**src/design/ssq_pkg.sv**
```systemverilog
// ----------------------------------------------------------------------------
// ssq_pkg
// Shared sizes, codes and types for the stable sorted priority queue.
// ----------------------------------------------------------------------------
package ssq_pkg;

  localparam int DEPTH   = 16;
  localparam int CNT_W   = $clog2(DEPTH + 1);
  localparam int DATA_W  = 32;
  localparam int OCC_W   = 5;
  localparam int STAT_W  = 2;

  localparam logic FN_ENQ = 1'b0;
  localparam logic FN_DEQ = 1'b1;

  typedef enum logic [STAT_W-1:0] {
    ST_ENQ   = 2'd0,
    ST_DEQ   = 2'd1,
    ST_UNDER = 2'd2,
    ST_FULL  = 2'd3
  } status_t;

  typedef struct packed {
    logic ins;
    logic deq;
  } cell_ctrl_t;

endpackage

```
**src/design/ssq_if.sv**
```systemverilog
// ----------------------------------------------------------------------------
// ssq_in_if / ssq_out_if
// Valid/ready channels carrying one request word and one result word.
// ----------------------------------------------------------------------------
interface ssq_in_if;
  logic        valid;
  logic        ready;
  logic        func;
  logic [31:0] value;
  logic [31:0] priority_req;

  modport source (output valid, func, value, priority_req, input ready);
  modport sink   (input valid, func, value, priority_req, output ready);
endinterface

interface ssq_out_if;
  logic        valid;
  logic        ready;
  logic [1:0]  status;
  logic [31:0] out_value;
  logic [4:0]  occupancy;

  modport source (output valid, status, out_value, occupancy, input ready);
  modport sink   (input valid, status, out_value, occupancy, output ready);
endinterface

```
**src/design/ssq_cell.sv**
```systemverilog
// ----------------------------------------------------------------------------
// ssq_cell
// One slot of the sorted row: compares its priority with the incoming one,
// takes the new pair, its left neighbor's pair or its right neighbor's pair.
// ----------------------------------------------------------------------------
module ssq_cell (
  input  logic                          clk,
  input  ssq_pkg::cell_ctrl_t           ctrl,
  input  logic                          occ,
  input  logic                          left_take,
  input  logic signed [ssq_pkg::DATA_W-1:0] left_value,
  input  logic signed [ssq_pkg::DATA_W-1:0] left_prio,
  input  logic signed [ssq_pkg::DATA_W-1:0] right_value,
  input  logic signed [ssq_pkg::DATA_W-1:0] right_prio,
  input  logic signed [ssq_pkg::DATA_W-1:0] new_value,
  input  logic signed [ssq_pkg::DATA_W-1:0] new_prio,
  output logic                          take,
  output logic signed [ssq_pkg::DATA_W-1:0] value,
  output logic signed [ssq_pkg::DATA_W-1:0] prio
);
  import ssq_pkg::*;

  logic signed [DATA_W-1:0] value_r, prio_r;

  // empty slot or strictly larger priority: new pair goes here or to the left
  assign take  = !occ || (prio_r > new_prio);
  assign value = value_r;
  assign prio  = prio_r;

  always_ff @(posedge clk) begin
    if (ctrl.ins) begin
      if (left_take) begin
        value_r <= left_value;
        prio_r  <= left_prio;
      end else if (take) begin
        value_r <= new_value;
        prio_r  <= new_prio;
      end
    end else if (ctrl.deq) begin
      value_r <= right_value;
      prio_r  <= right_prio;
    end
  end

endmodule

```
**src/design/stable_sorted_priority_queue.sv**
```systemverilog
// ----------------------------------------------------------------------------
// stable_sorted_priority_queue
// Bounded priority queue kept sorted in a row of cells; smallest priority
// leaves first, equal priorities leave in arrival order.
//
//   channel  dir  fields                            handshake
//   in_ch    in   func, value, priority_req         valid/ready
//   out_ch   out  status, out_value, occupancy      valid/ready
//
// one word per cycle: every cell compares against the new priority at once
// and the row shifts by one slot in the cycle the word is accepted
// result is registered in an output register and appears in the cycle after acceptance
// in_ch.ready is low while a result waits and out_ch.ready is low
// rst_n (synchronous) empties the queue; slot contents are not cleared
// ----------------------------------------------------------------------------
module stable_sorted_priority_queue (
  input  logic    clk,
  input  logic    rst_n,
  ssq_in_if.sink  in_ch,
  ssq_out_if.source out_ch
);
  import ssq_pkg::*;

  logic [CNT_W-1:0]   count_r, count_nxt;
  logic               out_valid_r;
  status_t            status_r, status_nxt;
  logic [DATA_W-1:0]  out_value_r, out_value_nxt;
  logic [CNT_W-1:0]   occ_r;

  logic               fire, full, empty;
  cell_ctrl_t         ctrl;
  logic [DEPTH-1:0]   occ;
  logic [DEPTH-1:0]   take;
  logic signed [DATA_W-1:0] cval [DEPTH];
  logic signed [DATA_W-1:0] cpri [DEPTH];

  assign in_ch.ready = !out_valid_r || out_ch.ready;
  assign fire  = in_ch.valid && in_ch.ready;
  assign full  = (count_r == CNT_W'(DEPTH));
  assign empty = (count_r == '0);

  assign ctrl.ins = fire && (in_ch.func == FN_ENQ) && !full;
  assign ctrl.deq = fire && (in_ch.func == FN_DEQ) && !empty;

  genvar g;
  generate
    for (g = 0; g < DEPTH; g++) begin : g_cell
      logic                     lt;
      logic signed [DATA_W-1:0] lv, lp, rv, rp;
      assign occ[g] = (CNT_W'(g) < count_r);
      if (g == 0) begin : g_first
        assign lt = 1'b0;
        assign lv = '0;
        assign lp = '0;
      end else begin : g_mid
        assign lt = take[g-1];
        assign lv = cval[g-1];
        assign lp = cpri[g-1];
      end
      if (g == DEPTH - 1) begin : g_last
        assign rv = '0;
        assign rp = '0;
      end else begin : g_inner
        assign rv = cval[g+1];
        assign rp = cpri[g+1];
      end
      ssq_cell u_cell (
        .clk         (clk),
        .ctrl        (ctrl),
        .occ         (occ[g]),
        .left_take   (lt),
        .left_value  (lv),
        .left_prio   (lp),
        .right_value (rv),
        .right_prio  (rp),
        .new_value   (in_ch.value),
        .new_prio    (in_ch.priority_req),
        .take        (take[g]),
        .value       (cval[g]),
        .prio        (cpri[g])
      );
    end
  endgenerate

  always_comb begin
    count_nxt     = count_r;
    out_value_nxt = '0;
    status_nxt    = ST_ENQ;
    unique case (in_ch.func)
      FN_ENQ: begin
        if (full) begin
          status_nxt = ST_FULL;
        end else begin
          status_nxt = ST_ENQ;
          count_nxt  = count_r + CNT_W'(1);
        end
      end
      FN_DEQ: begin
        if (empty) begin
          status_nxt = ST_UNDER;
        end else begin
          status_nxt    = ST_DEQ;
          out_value_nxt = cval[0];
          count_nxt     = count_r - CNT_W'(1);
        end
      end
      default: status_nxt = ST_ENQ;
    endcase
  end

  always_ff @(posedge clk) begin
    if (!rst_n) begin
      count_r     <= '0;
      out_valid_r <= 1'b0;
    end else begin
      if (fire) begin
        count_r     <= count_nxt;
        out_valid_r <= 1'b1;
      end else if (out_ch.ready) begin
        out_valid_r <= 1'b0;
      end
    end
  end

  always_ff @(posedge clk) begin
    if (fire) begin
      status_r    <= status_nxt;
      out_value_r <= out_value_nxt;
      occ_r       <= count_nxt;
    end
  end

  assign out_ch.valid     = out_valid_r;
  assign out_ch.status    = status_r;
  assign out_ch.out_value = out_value_r;
  assign out_ch.occupancy = OCC_W'(occ_r);

  // word count never exceeds the number of slots
  a_count_range: assert property (@(posedge clk) disable iff (!rst_n)
    count_r <= CNT_W'(DEPTH))
    else $error("entry count beyond depth");

  // head pair never ranks behind the second pair
  a_head_sorted: assert property (@(posedge clk) disable iff (!rst_n)
    (count_r >= CNT_W'(2)) |-> (cpri[0] <= cpri[1]))
    else $error("row out of order");

  // an accepted word always yields a result next cycle
  a_fire_result: assert property (@(posedge clk) disable iff (!rst_n)
    fire |=> out_valid_r)
    else $error("accepted word without result");

  // underflow only reported on an empty queue
  a_under_empty: assert property (@(posedge clk) disable iff (!rst_n)
    (out_valid_r && status_r == ST_UNDER) |-> (occ_r == '0))
    else $error("underflow with entries held");

  // a full drop leaves the queue full
  a_full_drop: assert property (@(posedge clk) disable iff (!rst_n)
    (out_valid_r && status_r == ST_FULL) |-> (occ_r == CNT_W'(DEPTH)))
    else $error("drop reported below depth");

endmodule

```
**src/flat_wrapper.sv**
```systemverilog
// flat-port wrapper written by rule: the top's interface ports become plain ports
module stable_sorted_priority_queue_flat import ssq_pkg::*;
  (clk, rst_n, in_ch_valid, in_ch_func, in_ch_value, in_ch_priority_req, in_ch_ready, out_ch_valid, out_ch_status, out_ch_out_value, out_ch_occupancy, out_ch_ready);
  ssq_in_if in_ch_i ();
  ssq_out_if out_ch_i ();
  input  logic clk;
  input  logic rst_n;
  input wire logic [$bits(in_ch_i.valid)-1:0] in_ch_valid;
  input wire logic [$bits(in_ch_i.func)-1:0] in_ch_func;
  input wire logic [$bits(in_ch_i.value)-1:0] in_ch_value;
  input wire logic [$bits(in_ch_i.priority_req)-1:0] in_ch_priority_req;
  output wire logic [$bits(in_ch_i.ready)-1:0] in_ch_ready;
  output wire logic [$bits(out_ch_i.valid)-1:0] out_ch_valid;
  output wire logic [$bits(out_ch_i.status)-1:0] out_ch_status;
  output wire logic [$bits(out_ch_i.out_value)-1:0] out_ch_out_value;
  output wire logic [$bits(out_ch_i.occupancy)-1:0] out_ch_occupancy;
  input wire logic [$bits(out_ch_i.ready)-1:0] out_ch_ready;
  assign in_ch_i.valid = in_ch_valid;
  assign in_ch_i.func = in_ch_func;
  assign in_ch_i.value = in_ch_value;
  assign in_ch_i.priority_req = in_ch_priority_req;
  assign in_ch_ready = in_ch_i.ready;
  assign out_ch_valid = out_ch_i.valid;
  assign out_ch_status = out_ch_i.status;
  assign out_ch_out_value = out_ch_i.out_value;
  assign out_ch_occupancy = out_ch_i.occupancy;
  assign out_ch_i.ready = out_ch_ready;
  stable_sorted_priority_queue u_core (.clk(clk), .rst_n(rst_n), .in_ch(in_ch_i), .out_ch(out_ch_i));
endmodule
```
**config.mk**
```make
export PLATFORM = sky130hd
export DESIGN_NAME = stable_sorted_priority_queue_flat
export DESIGN_NICKNAME = d
export VERILOG_FILES = /design/src/design/ssq_pkg.sv /design/src/design/ssq_if.sv /design/src/design/ssq_cell.sv /design/src/design/stable_sorted_priority_queue.sv /design/src/flat_wrapper.sv
export SDC_FILE = /design/constraint.sdc
export NUM_CORES = 2
export LEC_CHECK = 0
export BUFFER_PORTS_ARGS = -buffer_cell sky130_fd_sc_hd__buf_2
export CAP_MARGIN = 10
export CORE_UTILIZATION = 25
export CTS_BUF_LIST = sky130_fd_sc_hd__clkbuf_8
export DETAILED_ROUTE_END_ITERATION = 7
export GPL_TIMING_DRIVEN = 0
export HOLD_SLACK_MARGIN = 0.08
export PLACE_DENSITY = 0.39
export SLEW_MARGIN = 10
export SYNTH_ARGS = -nofsm -noshare
export SYNTH_HDL_FRONTEND = slang
export SYNTH_HIERARCHICAL = 1
export SYNTH_SLANG_ARGS = --single-unit
```
**constraint.sdc**
```tcl
create_clock -name clk -period 12.5 [get_ports clk]
set_clock_uncertainty 0.05 [all_clocks]
set_input_delay 2.5 -clock clk [delete_from_list [all_inputs] [get_ports clk]]
set_output_delay 2.5 -clock clk [all_outputs]
set_load 0.02 [all_outputs]
```
### Yosys cells after proc, flatten, opt, wreduce, memory -nomap -nowiden

Index checks and enable logic that the tools add are counted.

* latch bits: 0
* input bits: 69
* memories: 0
* logic and storage cells: 283
* output and inout port bits: 41
* bits in writable memories: 0
* flip-flop bits (word level): 1069
* ROM bits: 0

* shift operators: 0
* multiplexer cells: 133
* reductions and logical operators: 61
* equal/unequal tests: 17
* multiply operators: 0
* div/mod/pow operators: 0
* bitwise gates (word level): 1
* $add $sub $neg: 2
* order comparisons: 32

Operators with widths (count)
* $mux 32: 125
* $gt 32x32->1: 16
* $ne 3x3->1 const B: 15
* $lt 4x5->1 const A: 8
* $reduce_and 2->1: 16
* $lt 3x5->1 const A: 4
* $logic_not 1->1: 19
* $logic_or 1x1->1: 17
* $lt 1x5->1 const A: 2
* $lt 2x5->1 const A: 2
* $mux 5: 2
* $pmux 5 s2: 1
* $add 5x1->5 const B: 1
* $eq 5x5->1 const B: 1
* $logic_and 1x1->1: 5
* $logic_not 5->1: 1
* $sub 5x1->5 const B: 1
* $mux 2: 2
* $pmux 2 s2: 1
* $reduce_bool 2->1: 2
* $mux 1: 2
* $ne 2x2->1 const B: 1
* $reduce_or 2->1: 1
* $not 1->1: 1

### Longest topological paths before layout

* word-level depth: 7
* gate-level depth with buffers: 12
* gate-level depth less buffers: 12

### Hierarchy

Netlist, hierarchy kept.

Modules (own cells, without submodules)
* ssq_cell at u_core.g_cell[0].u_cell ...: cells an instance 407, seq. area each 1921.8 um^2, area each 4119.0 um^2, instances 14
* ssq_cell at u_core.g_cell[8].u_cell ...: cells an instance 396, seq. area each 1921.8 um^2, area each 4100.2 um^2, instances 2
* stable_sorted_priority_queue: cells an instance 176, seq. area each 1291.2 um^2, area each 2115.8 um^2, instances 1

### Worst setup path after synthesis

Ideal clock, no wire load.

* path type: input port to flip-flop
* start point: input port out_ch_ready
* end point: register u_core.g_cell[8].u_cell.prio_r[0] (enable)
* arrival time: 10743 ps
* required time: 11868 ps
* path slack: 1126 ps
* setup time: 582 ps
* path buffers: 1
* cell stages on the path: 6
* cells stage by stage: nand2b_2 nand2_1 nor3_1 clkbuf_1 nor2_1 a211oi_1

RTL lines
* start: declaration: RTL line flat_wrapper.sv:17 `input wire logic [$bits(out_ch_i.ready)-1:0] out_ch_ready;`
* end signal: assignment: RTL line ssq_cell.sv:34 `prio_r <= left_prio;`
* end signal: assignment: RTL line ssq_cell.sv:37 `prio_r <= new_prio;`
* end signal: assignment: RTL line ssq_cell.sv:41 `prio_r <= right_prio;`
* end: declaration: RTL line ssq_cell.sv:23 `logic signed [DATA_W-1:0] value_r, prio_r;`

### Worst setup path after layout

* start point: input port in_ch_priority_req[9]
* end point: register u_core.g_cell[7].u_cell.value_r[11] (enable)

* word-level cells in the longest chain between the ends: 4
* elaborated cells between the ends (all ways): 6
* those cells by class: 2 x order compare; 1 x eq/ne; 3 x reduce/logical

Ends and longest elaborated chain
* start: declaration: RTL line flat_wrapper.sv:11 `input wire logic [$bits(in_ch_i.priority_req)-1:0] in_ch_priority_req;`
* $gt 32x32->1: RTL line ssq_cell.sv:26 `assign take = !occ || (prio_r > new_prio);`
* $logic_or 1x1->1: RTL line ssq_cell.sv:26
* via u_core.g_cell[7].lt: RTL line stable_sorted_priority_queue.sv:48 `logic lt;`
* $ne 3x3->1 (no source line)
* $reduce_and 2->1 (no source line)
* end signal: assignment: RTL line ssq_cell.sv:33 `value_r <= left_value;`
* end signal: assignment: RTL line ssq_cell.sv:36 `value_r <= new_value;`
* end signal: assignment: RTL line ssq_cell.sv:40 `value_r <= right_value;`
* end: declaration: RTL line ssq_cell.sv:23

The timed path passes the listed nets, and every way through them passes these cells.
A chain may end at the register's enable or synchronous reset.

==> results.cfg <==
[logic_synthesis]
syn_area_mm2 = 0.0680
synth_warnings = 6
syn_area_per_cell_um2 = 10.2
synth_cells = 6662

[drt]
ant_nets = 0
drc = 0
routedWlPerCell_um = 19.7
wl_mm = 216
firstDrtPassIters = 6
routed_via_density = 4.60
dr.first_iter.drc_count = 3335
num_vias = 50300

[hold_path]
hp-class = reg2reg
hold-path-cell-count = 2

[clock_tree]
clock_path_buffers = 3
cts_tree = yes
cts.sinks = 1069
h-tree-depth = 4
ctsResizeCount = 0
cts_root_buf = clkbuf_8
clk_pin_slew_worst_paths_ns = 0.05
cts_hold_buf = 0
cts_setup_buffers = 0
worstSkewPairLatency_ns = 0.98
cts_buffers = 209

[layout]
final_cells = 11000
fillerInstances = 28500
seq_area_mm2 = 0.0320
mostFrequentLayoutCells = 1246 x a21oi_1, 1063 x edfxtp_1, 1060 x nor2_1, 1026 x mux2i_1, 645 x inv_1
multi_input_area_mm2 = 0.0329
final_area_mm2 = 0.0781
final_common_cell = a21oi_1
area_delta_synth_final_pct = 14.9
fin_nets = 7794
drive_gt1_share_pct = 8.79

[placement]
dp.cells = 10600
gp_congestion = 0.815
dp_worst_setup_slack_ns = 5.08
hpwlAfterDp_mm = 175
port-buffer-count = 109
placed_area_mm2 = 0.0744

[global_routing]
grt_use_total_pct = 15.4
grt_max_degree = 33
grt_overflow = 0
grt_pass1_wl_mm = 321
grt_pass1_vias = 50600
antenna_found_initial = 18

[power_and_ir_drop]
pwr-share-seq_pct = 46.8
irDropWorstVdd_mv = 0.0795
p_switching_mw = 3.39
switching_share_pct = 32.7
powerDensity_mw_per_mm2 = 133
p_leak_nw = 36.7
p_int_mw = 6.97
clockPowerShare_pct = 31.1
power_frac_comb_pct = 22.2

[worst_setup_path]
crit_path_start_kind = primary input
rr_worst_depth = 15
end_kind = flop
crit_fanout = 32
crit_arrival_ns = 7.16
required_ns = 13.16
criticalPathCategory = in2reg

[timing]
finalHoldViolCount = 0
tns_ns = 0
fmax_mhz = 154
finalWorstSetupSlack_ns = 5.99
setup_viol = 0
fin_crit_sh_pct = 52.1
drv_slew = 0
grt_setup_unrepaired = false
slew_headroom_pct = 25.6
tightest_slew_ns = 1.12
min_period_ns = 6.51

[floorplan]
die-area_mm2 = 0.274
design.core.area_mm2 = 0.271
die_x_um = 523
start_util_pct = 25.1
placementRows = 191
die_y_um = 523
boundaryPins = 110

[job]
maxCapViolCount = 0

[status]
status = finished clean
-- state kept, by name, indices dropped and copies added (netlist names) --
| register | count |
|---|---|
| u_core/count_r | 5 |
| u_core/g_cell.u_cell/value | 512 |
| u_core/out_ch.valid | 1 |
| u_core/out_ch.status | 2 |
| u_core/out_ch.occupancy | 5 |
| u_core/out_ch.out_value | 32 |
| u_core/g_cell.u_cell/prio | 512 |
-- worst paths after layout --
check	startpoint	end	slack, ns
hold / removal	u_core/out_ch.valid	u_core/out_ch.valid	0.47
setup reg to reg	u_core/count_r[1]	u_core/g_cell[1].u_cell/value[11]	7.30
setup / recovery	in_ch_priority_req[9]	u_core/g_cell[7].u_cell/value[11]	5.99
hold reg to reg	u_core/out_ch.valid	u_core/out_ch.valid	0.47
-- per-layer routing --
layer	up-vias	global-route usage, %	routed length (µm)
met3	310	2.24	10100
li1	25200	-	-
met1	23600	21.3	102000
met4	8	4.57	5600
met5	-	0	45
met2	1202	24.8	97400
-- cell type report --
type / instances / area share [%]
clock buffer: 211 / 3.72
multi-input combinational: 4814 / 42.2
sequential: 1069 / 41.0
buffer: 345 / 1.86
timing repair buffer: 207 / 1.76
tap: 3570 / 5.72
clock inverter: 165 / 1.02
inverter: 563 / 2.71
antenna: 10 / 0.0320
-- worst max-delay path, stage by stage --
cell       delay (ns)
buf_2            0.58
inv_1            0.10
ha_1             0.34
nand4_1          0.22
inv_1            0.06
a221oi_1         0.90
nor3b_2          0.11
a211oi_1         0.26
o21ai_0          0.18
nor2b_1          0.25
nand3_1          0.10
a2111oi_0        0.49
nor3_2           0.19
buf_4            0.23
buf_4            0.19
buf_4            0.20
buf_4            0.20
-- power groups by stage --
stage	Combinational (mW)	Clock (mW)	Sequential, mW
6_report	2.30	3.22	4.84
5_1_grt	2.58	3.50	4.88
4_1_cts	2.32	3.38	4.84
3_5_place_dp	2.32	0	4.91
3_3_place_gp	2.21	0	4.98
2_1_floorplan	1.56	0	4.81
-- through the flow --
stage	utilization [%]	power (mW)	hold WS (ns)
floorplan	-	6.37	0.474
detailed placement	27.5	7.22	0.472
finish	28.9	10.4	0.469
global route	28.9	11.0	0.509
global placement	27.2	7.19	0.445
CTS	28.9	10.5	0.481
Note: power is estimated with default switching activity, not from simulation.
